$ cat src/rtl/ils_pkg.sv
`timescale 1ns / 1ps
// ----------------------------------------------------------------------------
// ils_pkg
// shared widths, register map, method codes and divider handshake of the 2x2 iterative solver
// ----------------------------------------------------------------------------
package ils_pkg;

  // data path widths
  localparam int DATA_W     = 32;             // q format word
  localparam int MUL_W      = DATA_W + 1;     // shared multiplier operand
  localparam int PROD_W     = 2 * MUL_W;      // shared multiplier product
  localparam int DIVIDEND_W = 64;             // numerator magnitude
  localparam int DIVISOR_W  = DATA_W;         // diagonal magnitude
  localparam int DIV_CNT_W  = $clog2(DIVIDEND_W);

  // configuration register map
  localparam int ADDR_W     = 5;
  localparam int REG_IDX_W  = 3;
  localparam logic [REG_IDX_W-1:0] REG_METHOD = 3'd0;
  localparam logic [REG_IDX_W-1:0] REG_RELAX  = 3'd1;
  localparam logic [REG_IDX_W-1:0] REG_TOL    = 3'd2;
  localparam logic [REG_IDX_W-1:0] REG_CAP    = 3'd3;
  localparam logic [REG_IDX_W-1:0] REG_START  = 3'd4;

  // register widths
  localparam int METHOD_W = 2;
  localparam int RELAX_W  = 18;
  localparam int TOL_W    = 17;
  localparam int CAP_W    = 16;

  // method codes, the unused code runs as jacobi
  localparam logic [METHOD_W-1:0] METHOD_JACOBI = 2'd0;
  localparam logic [METHOD_W-1:0] METHOD_GS     = 2'd1;
  localparam logic [METHOD_W-1:0] METHOD_SOR    = 2'd2;

  // divider handshake
  typedef struct packed {
    logic start;
    logic [DIVIDEND_W-1:0] dividend;
    logic [DIVISOR_W-1:0]  divisor;
  } div_req_t;

  typedef struct packed {
    logic done;
    logic [DIVIDEND_W-1:0] quotient;
  } div_rsp_t;

endpackage

$ cat src/rtl/ils_mul.sv
`timescale 1ns / 1ps
// ----------------------------------------------------------------------------
// ils_mul
// shared signed multiplier with registered product
// ----------------------------------------------------------------------------
module ils_mul (
  input  logic                                clk,
  input  logic signed [ils_pkg::MUL_W-1:0]    op_a,
  input  logic signed [ils_pkg::MUL_W-1:0]    op_b,
  output logic signed [ils_pkg::PROD_W-1:0]   prod
);

  logic signed [ils_pkg::PROD_W-1:0] prod_r;

  always_ff @(posedge clk) begin
    prod_r <= ils_pkg::PROD_W'(op_a) * ils_pkg::PROD_W'(op_b);
  end

  assign prod = prod_r;

endmodule

$ cat src/rtl/ils_div.sv
`timescale 1ns / 1ps
// ----------------------------------------------------------------------------
// ils_div
// unsigned restoring divider, one quotient bit per cycle
// ----------------------------------------------------------------------------
module ils_div (
  input  logic              clk,
  input  logic              rst_n,
  input  ils_pkg::div_req_t req,
  output ils_pkg::div_rsp_t rsp
);

  logic [ils_pkg::DIVIDEND_W-1:0] quo_r;
  logic [ils_pkg::DIVISOR_W-1:0]  rem_r;
  logic [ils_pkg::DIVISOR_W-1:0]  den_r;
  logic [ils_pkg::DIV_CNT_W-1:0]  cnt_r;
  logic                           run_r;
  logic                           done_r;

  logic [ils_pkg::DIVISOR_W:0]    shifted;
  logic [ils_pkg::DIVISOR_W:0]    trial;
  logic                           fits;

  // shift in next dividend bit, try subtracting the divisor
  assign shifted = {rem_r, quo_r[ils_pkg::DIVIDEND_W-1]};
  assign trial   = shifted - {1'b0, den_r};
  assign fits    = ~trial[ils_pkg::DIVISOR_W];

  always_ff @(posedge clk) begin
    if (!rst_n) begin
      run_r  <= 1'b0;
      done_r <= 1'b0;
      cnt_r  <= '0;
    end else begin
      done_r <= 1'b0;
      if (req.start) begin
        run_r <= 1'b1;
        cnt_r <= '0;
      end else if (run_r) begin
        cnt_r <= cnt_r + 1'b1;
        if (cnt_r == ils_pkg::DIV_CNT_W'(ils_pkg::DIVIDEND_W - 1)) begin
          run_r  <= 1'b0;
          done_r <= 1'b1;
        end
      end
    end
  end

  always_ff @(posedge clk) begin
    if (req.start) begin
      quo_r <= req.dividend;
      rem_r <= '0;
      den_r <= req.divisor;
    end else if (run_r) begin
      quo_r <= {quo_r[ils_pkg::DIVIDEND_W-2:0], fits};
      rem_r <= fits ? trial[ils_pkg::DIVISOR_W-1:0] : shifted[ils_pkg::DIVISOR_W-1:0];
    end
  end

  assign rsp.done     = done_r;
  assign rsp.quotient = quo_r;

endmodule

$ cat src/rtl/iterative_linear_solver_2x2_core.sv
`timescale 1ns / 1ps
// ----------------------------------------------------------------------------
// iterative_linear_solver_2x2_core
// jacobi / gauss-seidel / sor iteration on one 2x2 system in signed q format
// ----------------------------------------------------------------------------
//
//  channel   handshake             beat contents
//  -------   -------------------   -------------------------------------------
//  input     start & !busy         four coefficients, two right-hand values
//  result    out_valid (1 cycle)   two unknowns, sweep count, status flags
//  config    psel/penable/pwrite   method, relax, tolerance, cap, start guess
//
//  steps: each row update is one multiply, one numerator state and a 64-step
//  division on the shared divider, plus the sor relaxation multiply and
//  relax states; one sweep is two rows and a check state, repeated until
//  tolerance or cap; a zero diagonal answers in the cycle after its beat
//  reset: synchronous rst_n low loads the register defaults and idles the block
//  busy stays high from an accepted beat until the cycle its result is shown,
//  but a zero-diagonal beat leaves it low; the result beat is a single-cycle
//  strobe, the receiver cannot stall it
module iterative_linear_solver_2x2_core #(
  parameter int FRAC_BITS = 16
) (
  input  logic                              clk,
  input  logic                              rst_n,
  // command channel
  input  logic                              start,
  output logic                              busy,
  input  logic signed [ils_pkg::DATA_W-1:0] in_coef_row0_col0,
  input  logic signed [ils_pkg::DATA_W-1:0] in_coef_row0_col1,
  input  logic signed [ils_pkg::DATA_W-1:0] in_coef_row1_col0,
  input  logic signed [ils_pkg::DATA_W-1:0] in_coef_row1_col1,
  input  logic signed [ils_pkg::DATA_W-1:0] in_rhs_first,
  input  logic signed [ils_pkg::DATA_W-1:0] in_rhs_second,
  // result channel
  output logic                              out_valid,
  output logic signed [ils_pkg::DATA_W-1:0] out_solution_first,
  output logic signed [ils_pkg::DATA_W-1:0] out_solution_second,
  output logic [ils_pkg::CAP_W-1:0]         out_sweeps_done,
  output logic                              out_converged,
  output logic                              out_zero_diagonal,
  // apb configuration port
  input  logic                              psel,
  input  logic                              penable,
  input  logic                              pwrite,
  input  logic [ils_pkg::ADDR_W-1:0]        paddr,
  input  logic [ils_pkg::DATA_W-1:0]        pwdata,
  output logic [ils_pkg::DATA_W-1:0]        prdata,
  output logic                              pready
);

  localparam int DW = ils_pkg::DATA_W;
  localparam int MW = ils_pkg::MUL_W;
  localparam int PW = ils_pkg::PROD_W;
  localparam int NW = ils_pkg::DIVIDEND_W + 1;   // signed numerator

  // register defaults: 1.5, round(1e-4), 1000, 10.0
  localparam logic [63:0] RELAX_RST64 = 64'd3 << (FRAC_BITS - 1);
  localparam logic [63:0] TOL_RST64   = ((64'd1 << FRAC_BITS) + 64'd5000) / 64'd10000;
  localparam logic [63:0] START_RST64 = 64'd10 << FRAC_BITS;
  localparam logic [ils_pkg::CAP_W-1:0] CAP_RST = 16'd1000;

  localparam logic signed [DW-1:0] SAT_MAX = {1'b0, {(DW-1){1'b1}}};
  localparam logic signed [DW-1:0] SAT_MIN = {1'b1, {(DW-1){1'b0}}};

  typedef enum logic [6:0] {
    S_IDLE  = 7'b0000001,
    S_MUL   = 7'b0000010,
    S_NUM   = 7'b0000100,
    S_DIV   = 7'b0001000,
    S_RMUL  = 7'b0010000,
    S_RELAX = 7'b0100000,
    S_CHECK = 7'b1000000
  } state_t;

  // --------------------------------------------------------------------------
  // configuration registers
  // --------------------------------------------------------------------------
  logic [ils_pkg::METHOD_W-1:0] method_r;
  logic [ils_pkg::RELAX_W-1:0]  relax_r;
  logic [ils_pkg::TOL_W-1:0]    tol_r;
  logic [ils_pkg::CAP_W-1:0]    cap_r;
  logic signed [DW-1:0]         start_guess_r;

  logic                          cfg_wr;
  logic [ils_pkg::REG_IDX_W-1:0] cfg_idx;

  assign pready  = 1'b1;
  assign cfg_wr  = psel & penable & pwrite;
  assign cfg_idx = paddr[ils_pkg::ADDR_W-1:2];

  always_ff @(posedge clk) begin
    if (!rst_n) begin
      method_r      <= ils_pkg::METHOD_JACOBI;
      relax_r       <= RELAX_RST64[ils_pkg::RELAX_W-1:0];
      tol_r         <= TOL_RST64[ils_pkg::TOL_W-1:0];
      cap_r         <= CAP_RST;
      start_guess_r <= START_RST64[DW-1:0];
    end else if (cfg_wr) begin
      unique case (cfg_idx)
        ils_pkg::REG_METHOD: method_r      <= pwdata[ils_pkg::METHOD_W-1:0];
        ils_pkg::REG_RELAX:  relax_r       <= pwdata[ils_pkg::RELAX_W-1:0];
        ils_pkg::REG_TOL:    tol_r         <= pwdata[ils_pkg::TOL_W-1:0];
        ils_pkg::REG_CAP:    cap_r         <= pwdata[ils_pkg::CAP_W-1:0];
        ils_pkg::REG_START:  start_guess_r <= pwdata;
        default: ;  // unmapped addresses ignore writes
      endcase
    end
  end

  always_comb begin
    unique case (cfg_idx)
      ils_pkg::REG_METHOD: prdata = DW'(method_r);
      ils_pkg::REG_RELAX:  prdata = DW'(relax_r);
      ils_pkg::REG_TOL:    prdata = DW'(tol_r);
      ils_pkg::REG_CAP:    prdata = DW'(cap_r);
      ils_pkg::REG_START:  prdata = start_guess_r;
      default:             prdata = '0;
    endcase
  end

  // --------------------------------------------------------------------------
  // sequencer state and operands
  // --------------------------------------------------------------------------
  state_t state_r, state_nxt;

  logic signed [DW-1:0] a00_r, a01_r, a10_r, a11_r, b0_r, b1_r;
  logic signed [DW-1:0] x0_r, x1_r;    // values of the running sweep
  logic signed [DW-1:0] o0_r, o1_r;    // values before the running sweep
  logic signed [DW-1:0] gs_r;          // plain row quotient, kept for sor
  logic                 row_r;         // 0: first unknown, 1: second
  logic                 neg_r;         // sign of the running quotient
  logic [ils_pkg::CAP_W-1:0] sweeps_r;

  logic signed [DW-1:0] out_x0_r, out_x1_r;
  logic [ils_pkg::CAP_W-1:0] out_sweeps_r;
  logic out_conv_r, out_zd_r, out_valid_r;

  logic accept, in_zdiag;
  logic is_sor, newest_other;

  assign accept       = start & ~busy;
  assign in_zdiag     = (in_coef_row0_col0 == '0) | (in_coef_row1_col1 == '0);
  assign is_sor       = (method_r == ils_pkg::METHOD_SOR);
  // gauss-seidel and sor read the freshly written first unknown
  assign newest_other = (method_r == ils_pkg::METHOD_GS) | is_sor;

  // --------------------------------------------------------------------------
  // shared multiplier: off-diagonal product, then relaxation weight
  // --------------------------------------------------------------------------
  logic signed [MW-1:0] mul_a, mul_b;
  logic signed [PW-1:0] mul_p;
  logic signed [DW-1:0] other_x, old_row, diag_row, rhs_row;

  assign other_x  = row_r ? (newest_other ? x0_r : o0_r) : o1_r;
  assign old_row  = row_r ? o1_r : o0_r;
  assign diag_row = row_r ? a11_r : a00_r;
  assign rhs_row  = row_r ? b1_r : b0_r;

  always_comb begin
    if (state_r == S_RMUL) begin
      mul_a = MW'($signed({1'b0, relax_r}));
      mul_b = MW'(gs_r) - MW'(old_row);
    end else begin
      mul_a = MW'(row_r ? a10_r : a01_r);
      mul_b = MW'(other_x);
    end
  end

  ils_mul u_mul (
    .clk  (clk),
    .op_a (mul_a),
    .op_b (mul_b),
    .prod (mul_p)
  );

  // --------------------------------------------------------------------------
  // numerator and divider
  // --------------------------------------------------------------------------
  logic signed [NW-1:0] num;
  logic [NW-1:0]        num_mag;
  logic [DW-1:0]        diag_mag;
  ils_pkg::div_req_t    div_req;
  ils_pkg::div_rsp_t    div_rsp;

  assign num      = (NW'(rhs_row) <<< FRAC_BITS) - NW'(mul_p);
  assign num_mag  = num[NW-1] ? -num : num;
  assign diag_mag = diag_row[DW-1] ? -diag_row : diag_row;

  assign div_req.start    = (state_r == S_NUM);
  assign div_req.dividend = num_mag[ils_pkg::DIVIDEND_W-1:0];
  assign div_req.divisor  = diag_mag;

  ils_div u_div (
    .clk   (clk),
    .rst_n (rst_n),
    .req   (div_req),
    .rsp   (div_rsp)
  );

  // quotient magnitude back to a saturated signed word
  logic [ils_pkg::DIVIDEND_W-1:0] q;
  logic signed [DW-1:0]           quot_sat;

  assign q = div_rsp.quotient;

  always_comb begin
    if (neg_r) begin
      if ((|q[ils_pkg::DIVIDEND_W-1:DW]) | (q[DW-1] & (|q[DW-2:0])))
        quot_sat = SAT_MIN;
      else
        quot_sat = -$signed(q[DW-1:0]);
    end else begin
      if (|q[ils_pkg::DIVIDEND_W-1:DW-1])
        quot_sat = SAT_MAX;
      else
        quot_sat = $signed(q[DW-1:0]);
    end
  end

  // --------------------------------------------------------------------------
  // sor relaxation: old + floor(w * (gs - old) / 2^frac), saturated
  // --------------------------------------------------------------------------
  logic signed [PW-1:0] relax_sum;
  logic signed [DW-1:0] relax_sat;

  assign relax_sum = (mul_p >>> FRAC_BITS) + PW'(old_row);

  always_comb begin
    if (relax_sum[PW-1:DW-1] == '0 || relax_sum[PW-1:DW-1] == '1)
      relax_sat = relax_sum[DW-1:0];
    else
      relax_sat = relax_sum[PW-1] ? SAT_MIN : SAT_MAX;
  end

  // --------------------------------------------------------------------------
  // end of sweep check
  // --------------------------------------------------------------------------
  logic signed [DW-1:0] max_new, max_old;
  logic signed [DW:0]   delta;
  logic [DW:0]          delta_mag;
  logic [ils_pkg::CAP_W-1:0] cap_eff, sweeps_inc;
  logic conv_now, cap_hit;

  assign max_new    = (x0_r < x1_r) ? x1_r : x0_r;
  assign max_old    = (o0_r < o1_r) ? o1_r : o0_r;
  assign delta      = (DW+1)'(max_new) - (DW+1)'(max_old);
  assign delta_mag  = delta[DW] ? -delta : delta;
  assign conv_now   = delta_mag <= (DW+1)'(tol_r);
  // a cap of zero still runs one sweep
  assign cap_eff    = (cap_r == '0) ? ils_pkg::CAP_W'(1) : cap_r;
  assign sweeps_inc = sweeps_r + 1'b1;
  assign cap_hit    = sweeps_inc >= cap_eff;

  always_comb begin
    state_nxt = state_r;
    unique case (state_r)
      S_IDLE:  if (accept && !in_zdiag) state_nxt = S_MUL;
      S_MUL:   state_nxt = S_NUM;
      S_NUM:   state_nxt = S_DIV;
      S_DIV: begin
        if (div_rsp.done) begin
          if (is_sor)     state_nxt = S_RMUL;
          else if (row_r) state_nxt = S_CHECK;
          else            state_nxt = S_MUL;
        end
      end
      S_RMUL:  state_nxt = S_RELAX;
      S_RELAX: state_nxt = row_r ? S_CHECK : S_MUL;
      S_CHECK: state_nxt = (conv_now || cap_hit) ? S_IDLE : S_MUL;
      default: state_nxt = S_IDLE;
    endcase
  end

  // control state
  always_ff @(posedge clk) begin
    if (!rst_n) begin
      state_r     <= S_IDLE;
      out_valid_r <= 1'b0;
    end else begin
      state_r     <= state_nxt;
      out_valid_r <= (accept && in_zdiag) ||
                     ((state_r == S_CHECK) && (conv_now || cap_hit));
    end
  end

  // data path registers
  always_ff @(posedge clk) begin
    unique case (state_r)
      S_IDLE: begin
        if (accept) begin
          a00_r    <= in_coef_row0_col0;
          a01_r    <= in_coef_row0_col1;
          a10_r    <= in_coef_row1_col0;
          a11_r    <= in_coef_row1_col1;
          b0_r     <= in_rhs_first;
          b1_r     <= in_rhs_second;
          x0_r     <= start_guess_r;
          x1_r     <= start_guess_r;
          o0_r     <= start_guess_r;
          o1_r     <= start_guess_r;
          sweeps_r <= '0;
          row_r    <= 1'b0;
          if (in_zdiag) begin
            out_x0_r     <= start_guess_r;
            out_x1_r     <= start_guess_r;
            out_sweeps_r <= '0;
            out_conv_r   <= 1'b0;
            out_zd_r     <= 1'b1;
          end
        end
      end
      S_MUL: ;
      S_NUM: neg_r <= num[NW-1] ^ diag_row[DW-1];
      S_DIV: begin
        if (div_rsp.done) begin
          if (is_sor) begin
            gs_r <= quot_sat;
          end else begin
            if (row_r) x1_r <= quot_sat;
            else       x0_r <= quot_sat;
            row_r <= ~row_r;
          end
        end
      end
      S_RMUL: ;
      S_RELAX: begin
        if (row_r) x1_r <= relax_sat;
        else       x0_r <= relax_sat;
        row_r <= ~row_r;
      end
      S_CHECK: begin
        sweeps_r <= sweeps_inc;
        o0_r     <= x0_r;
        o1_r     <= x1_r;
        if (conv_now || cap_hit) begin
          out_x0_r     <= x0_r;
          out_x1_r     <= x1_r;
          out_sweeps_r <= sweeps_inc;
          out_conv_r   <= conv_now;
          out_zd_r     <= 1'b0;
        end
      end
      default: ;
    endcase
  end

  assign busy                = (state_r != S_IDLE);
  assign out_valid           = out_valid_r;
  assign out_solution_first  = out_x0_r;
  assign out_solution_second = out_x1_r;
  assign out_sweeps_done     = out_sweeps_r;
  assign out_converged       = out_conv_r;
  assign out_zero_diagonal   = out_zd_r;

  // --------------------------------------------------------------------------
  // assertions
  // --------------------------------------------------------------------------
  a_result_has_cause: assert property (@(posedge clk) disable iff (!rst_n)
    out_valid |-> ($past(start && !busy) || $past(state_r == S_CHECK)))
    else $error("result beat without an accepted item");

  a_flags_exclusive: assert property (@(posedge clk) disable iff (!rst_n)
    out_valid |-> !(out_converged && out_zero_diagonal))
    else $error("converged and zero diagonal both set");

  a_zero_diag_no_sweeps: assert property (@(posedge clk) disable iff (!rst_n)
    (out_valid && out_zero_diagonal) |-> (out_sweeps_done == '0))
    else $error("zero diagonal result reports sweeps");

  a_sweeps_within_cap: assert property (@(posedge clk) disable iff (!rst_n)
    (out_valid && !out_zero_diagonal) |->
      (out_sweeps_done != '0) && (out_sweeps_done <= cap_eff))
    else $error("sweep count outside one to cap");

  a_div_done_in_div: assert property (@(posedge clk) disable iff (!rst_n)
    div_rsp.done |-> (state_r == S_DIV))
    else $error("divider finished outside its wait state");

  a_busy_after_start: assert property (@(posedge clk) disable iff (!rst_n)
    (start && !busy && !in_zdiag) |=> busy)
    else $error("accepted item did not start the sequencer");

endmodule

$ cat config.mk
export PLATFORM = sky130hd
export DESIGN_NAME = iterative_linear_solver_2x2_core
export DESIGN_NICKNAME = d
export VERILOG_FILES = /design/src/rtl/ils_pkg.sv /design/src/rtl/ils_mul.sv /design/src/rtl/ils_div.sv /design/src/rtl/iterative_linear_solver_2x2_core.sv
export SDC_FILE = /design/constraint.sdc
export NUM_CORES = 2
export LEC_CHECK = 0
export ABC_AREA = 1
export BUFFER_PORTS_ARGS = -buffer_cell sky130_fd_sc_hd__buf_2
export CAP_MARGIN = 15
export CELL_PAD_IN_SITES_DETAIL_PLACEMENT = 0
export CELL_PAD_IN_SITES_GLOBAL_PLACEMENT = 1
export CORE_MARGIN = 4
export CORE_UTILIZATION = 54
export CTS_BUF_LIST = sky130_fd_sc_hd__clkbuf_8
export DETAILED_ROUTE_END_ITERATION = 12
export PLACE_DENSITY_LB_ADDON = 0.1
export SETUP_SLACK_MARGIN = 0.2
export SYNTH_ARGS = -nofsm -noshare
export SYNTH_HDL_FRONTEND = slang
export SYNTH_SLANG_ARGS = --single-unit
$ cat constraint.sdc
create_clock -name clk -period 29.2 [get_ports clk]
set_input_delay 1.46 -clock clk [delete_from_list [all_inputs] [get_ports clk]]
set_output_delay 1.46 -clock clk [all_outputs]
set_load 0.01 [all_outputs]
======== Word-level counts from Yosys, hierarchy flattened ========
Index checks and enable logic that the tools add are counted.
storage, ports and cells
  output and inout bits ................... 117
  register bits ........................... 747
  logic and storage cells ................. 192
cells by class
  $mul .................................... 1
  magnitude comparators ................... 4
  reductions and logical operators ........ 33
  eq/ne operators ......................... 26
  add/sub/neg operators ................... 11
  bitwise operators ....................... 13
  multiplexer cells ....................... 70
operators with widths
  operator                                          count
  32-bit two-way mux                                26
  32-bit case mux with 2 select lines               4
  64-bit two-way mux                                3
  32-bit case mux with 3 select lines               2
  32-bit case mux with 5 select lines               1
  33-bit two-way mux                                4
  16-bit two-way mux                                5
  33-bit by 33-bit multiplier with 66-bit output    1
  32-bit by 32-bit subtractor with 33-bit output    2
  48-bit by 65-bit subtractor with 65-bit output    1
  32-bit logical NOT                                2
  32-bit less-than comparator                       2
  32-bit negation                                   2
  64-bit negation                                   1
  16-bit case mux with 2 select lines               2
  50-bit by 32-bit adder with 51-bit output         1
  7-bit case mux with 7 select lines                1
  35-bit == test (second input constant)            1
  35-bit logical NOT                                1
  33-bit by 17-bit <= comparator with 1-bit output  1
  33-bit negation                                   1
  33-bit OR reduction                               1
  33-bit by 32-bit subtractor with 33-bit output    1
  32-bit OR reduction                               1
  43 further kinds                                  91

======== Longest topological paths before layout ========
  depth in word-level cells ............... 9
  gate-level depth with buffers ........... 58

======== Cells and area by module ========
Synthesis repeated with hierarchy kept, for this count alone.
second synthesis, totals
  cell total of the unflattened synthesis .. 12520
  area, all modules ....................... 93543.5 um^2
by module, submodules not included
  module                            instances  cells an instance  area an instance (um^2)  seq. area each (um^2)
  ils_mul                           1          5572               43330.3                  1321.3
  iterative_linear_solver_2x2_core  1          5774               41881.4                  15434.8
  ils_div                           1          1174               8331.7                   3683.5

======== Worst setup path after synthesis ========
OpenSTA, ideal clock, no wires.
  path type ............................... input port to flip-flop
  from .................................... in start
  to ...................................... reg out_conv_r (netlist: out_converged) (enable)
  setup time .............................. 0.525 ns
  buffers on the path ..................... 0
  data arrival time ....................... 12.034 ns
  slack ................................... 16.641 ns
  cell stages on the path ................. 4
  path through ............................ inv_1 -> o21ai_0 -> o21ai_0 -> nor2_1
between the ends
  cells in the longest elaborated chain, start to end .. 3
ends and longest elaborated chain
  what                                    RTL line                                 RTL
  start: declaration                      iterative_linear_solver_2x2_core.sv:27   input logic start,
  1-bit bitwise AND                       iterative_linear_solver_2x2_core.sv:142  assign accept = start & ~busy;
  2-bit inequality test (no source line)  -
  4-bit AND reduction (no source line)    -
  end signal: assignment                  iterative_linear_solver_2x2_core.sv:340  out_conv_r <= conv_now;
  end: declaration                        iterative_linear_solver_2x2_core.sv:137  logic out_conv_r, out_zd_r, out_valid_r;
Every way passes these cells.
A chain may end at the register's enable or synchronous reset.

======== Worst setup path in the final report ========
  from .................................... reg row_r
  to ...................................... reg u_mul.prod_r, in the netlist u_mul.prod[62]
between the ends
  cells in the longest elaborated chain, start to end .. 4
ends and longest elaborated chain
  what                                                RTL line                                 RTL
  start: declaration                                  iterative_linear_solver_2x2_core.sv:131  logic row_r;
  start signal: assignment                            iterative_linear_solver_2x2_core.sv:322  row_r <= ~row_r;
  start signal: assignment                            iterative_linear_solver_2x2_core.sv:330  row_r <= ~row_r;
  32-bit two-way mux                                  iterative_linear_solver_2x2_core.sv:156  assign old_row = row_r ? o1_r : o0_r;
  32-bit by 32-bit subtractor with 33-bit output      iterative_linear_solver_2x2_core.sv:163  mul_b = MW'(gs_r) - MW'(old_row);
  33-bit two-way mux                                  iterative_linear_solver_2x2_core.sv:161  if (state_r == S_RMUL) begin
  33-bit by 33-bit multiplier with 66-bit output (*)  ils_mul.sv:16                            prod_r <= ils_pkg::PROD_W'(op_a) * ils_pkg::PROD_W'(op_b);
  end signal: assignment                              ils_mul.sv:16
  end: declaration                                    ils_mul.sv:13                            logic signed [ils_pkg::PROD_W-1:0] prod_r;
Every way passes the cells marked *; elsewhere a longest branch is shown, timed or not.

==> metrics.md <==
| Metric | Value |
|---|---|
| Status | finished with violations |
| Failing checks | DRC |
| First-pass GRT wire length | 464000 um |
| CTS Buf Count | 136 |
| Worst hold path class | reg -> reg |
| Vias in the first global route | 75000 |
| Setup crit end kind | flop |
| Wire per inst | 23.2 um |
| CTS tree | done |
| Clock tree sinks | 747 |
| Slew Limit Fails | 0 |
| CP max-delay cell | clkinv_1 |
| WS Path Type | reg -> reg |
| DIE WIDTH | 409 um |
| Area of the mapped netlist | 87000 um^2 |
| Setup TNS | 0 ns |
| Finish-stage setup viols | 0 |
| Pre-Repair DR Iteration Count | 10 |
| Critical Path RT | 29.97 ns |
| Detail Route Antenna Nets | 0 |
| Unrepaired setup endpoints after global routing | no |
| Top_reg_cell synth | edfxtp_1 |
| CP bufs+invs | 13 |
| Post-synth EDFFs | 548 |
| Remaining global-route overflow | 0 |
| Post-route cell area | 94000 um^2 |
| CTS resizes | 0 |
| Largest net degree at the start of global routing | 102 |
| Drt via density | 5.64 |
| Sequential fraction of the synthesis area | 0.235 |
| Initial DRC count | 7360 |
| Hold Vio Cnt, Final | 0 |
| Largest stage delay, worst path | 1.06 ns |
| Hold bufs inserted after CTS | 0 |
| Clock-pin slew on the worst setup and hold paths | 0.06 ns |
| R2R cell count | 43 |
| Cell taking the most area after synthesis | fa_1 |
| CP Data Arrival Time | 13.70 ns |
| Syn Inst Count | 10800 |
| Die H | 409 um |
| Post-DP HPWL | 254000 um |
| Critical path's top delay family | adder cells |
| Hold path cells | 2 |
| Net Count, Synth | 12700 |
| Total Routed Length | 310000 um |
| Synth Register Bits | 747 |
| Starting density of the core | 0.542 |
| Warnings, synthesis | 0 |
| Synth top area share | 0.259 |
| Via Count | 75200 |
| WP depth | 43 |
| Rows | 147 |
| Total GRT Usage | 0.369 |
| Leading cell type by number of instances after synthesis | nand2_1 |
| Nets | 12900 |
| Post-synthesis async set-or-reset flop share | 0 |
| Fin crit period | 12.93 ns |
| Floorplan Core Area | 160000 um^2 |
| Synth top cells by count | 2359 x nand2_1, 2151 x inv_1, 1126 x fa_1, 1038 x nor2_1, 562 x o21ai_0 |
| Synth area leaders | fa_1 26%, edfxtp_1 19%, nand2_1 10% |
| H-tree Lvls | 4 |
| Period Utilization, post-route | 0.443 |
| IO Count | 352 |
| Skew-Pair Late Insertion Delay | 0.94 ns |
| Drt drc | 2 |
| IO Port Bufs | 348 |
| Syn Area/Cell | 8.07 um^2 |
| Die area | 168000 um^2 |
| Gp weighted congestion | 0.999 |
| Post-CTS Setup Inserts | 0 |
| Distinct cells, synth | 73 |
| Worst-margin pin slew | 1.32 ns |
| CP max FO | 101 |
| Share of layout cells above drive strength 1 | 0.0762 |
| Final Skew | 0.0545 ns |
| Post-DP Area | 91200 um^2 |
| Max-Slew Margin vs Limit | 0.113 |
| Synthesis-to-finish area growth | 8.08% |
| Max frequency | 77.3 MHz |
| Initial antenna violation count | 12 |
| Crit path launch type | flop |
| Worst hold slack | 0.468 ns |
| Cell mode on critical path | inv_1 |
| Root Buffer | clkbuf_8 |
| Clk buf depth | 3 |
| MaxCap Viol Count | 0 |
-- worst min-delay path: cells and delay by family, from the launching register on --
kind / cells / cell delay [ns]
flops: 1 / 0.32
simple gates: 2 / 0.10
-- kinds of logic after synthesis --
family                     synth area share
adders and majority gates             0.333
xor gates and xnor gates             0.0339
and+or+nand+nor                       0.190
buffers and inverters                 0.110
AOI/OAI and AO/OA                    0.0961
muxes                               0.00219
other                             0.0000431
DFF                                   0.235
-- area by class of cell --
class                           count  area [um^2]
Tap cell                         2160         2700
Timing Repair Buffer              471         2670
Fill cell                       14800        66400
Multi-Input combinational cell   7513        57100
Antenna cell                       12         30.0
Inverter                         2187         8210
Clock inverter                     87          661
Clock buffer                      155         2130
Sequential cell                   747        20400
-- metrics by stage --
| stage | worst slack, ns | util | instances |
|---|---|---|---|
| 6_report | 16.27 | 0.586 | 13300 |
| 5_1_grt | 15.66 | 0.586 | 13300 |
| 4_1_cts | 16.59 | 0.586 | 13300 |
| 3_5_place_dp | 16.62 | 0.568 | 13100 |
| 3_3_place_gp | 16.67 | 0.568 | 13100 |
| 2_1_floorplan | 16.64 | - | 10800 |
-- registers in the layout (all words and copies together) (netlist names), 17 cells and up --
| register | count |
|---|---|
| u_mul.prod | 66 |
| u_div.quo_r | 64 |
| a00_r | 32 |
| a01_r | 32 |
| a10_r | 32 |
| a11_r | 32 |
| b0_r | 32 |
| b1_r | 32 |
| gs_r | 32 |
| o0_r | 32 |
| o1_r | 32 |
| out_solution_first | 32 |
| out_solution_second | 32 |
| start_guess_r | 32 |
| u_div.den_r | 32 |
| u_div.rem_r | 32 |
| x0_r | 32 |
| x1_r | 32 |
| relax_r | 18 |
| tol_r | 17 |
-- routing by layer --
layer | up-vias | track usage | wire length [um]
met2 | 3583 | 0.583 | 141000
li1 | 34300 | - | -
met3 | 689 | 0.0798 | 29000
met1 | 36700 | 0.488 | 123000
met4 | 16 | 0.171 | 16600
met5 | - | 0 | 102
-- layout by cell type, fill, tap and decap left out, types with 155 or more instances in the layout --
| master | synthesis | final |
|---|---|---|
| inv_1 | 2151 | 2180 |
| dfxtp_1 | 199 | 199 |
| xor2_1 | 210 | 209 |
| buf_2 | 41 | 348 |
| clkbuf_8 | 0 | 155 |
| nand3_1 | 267 | 267 |
| a21oi_1 | 510 | 509 |
| fa_1 | 1126 | 1125 |
| edfxtp_1 | 548 | 548 |
| nand2_1 | 2359 | 2356 |
| o21ai_0 | 562 | 554 |
| nor2_1 | 1038 | 1032 |
| ha_1 | 513 | 513 |
-- worst paths after layout --
| kind | start | to | slack, ns |
|---|---|---|---|
| max | row_r | u_mul.prod[62] | 16.27 |
| min | u_div.rem_r[16] | u_div.rem_r[16] | 0.47 |
| max reg2reg | row_r | u_mul.prod[62] | 16.27 |
| min reg2reg | u_div.rem_r[16] | u_div.rem_r[16] | 0.47 |
Power is not shown: default switching activity piles up to over one toggle a cycle in this logic, so the estimate is an artifact.
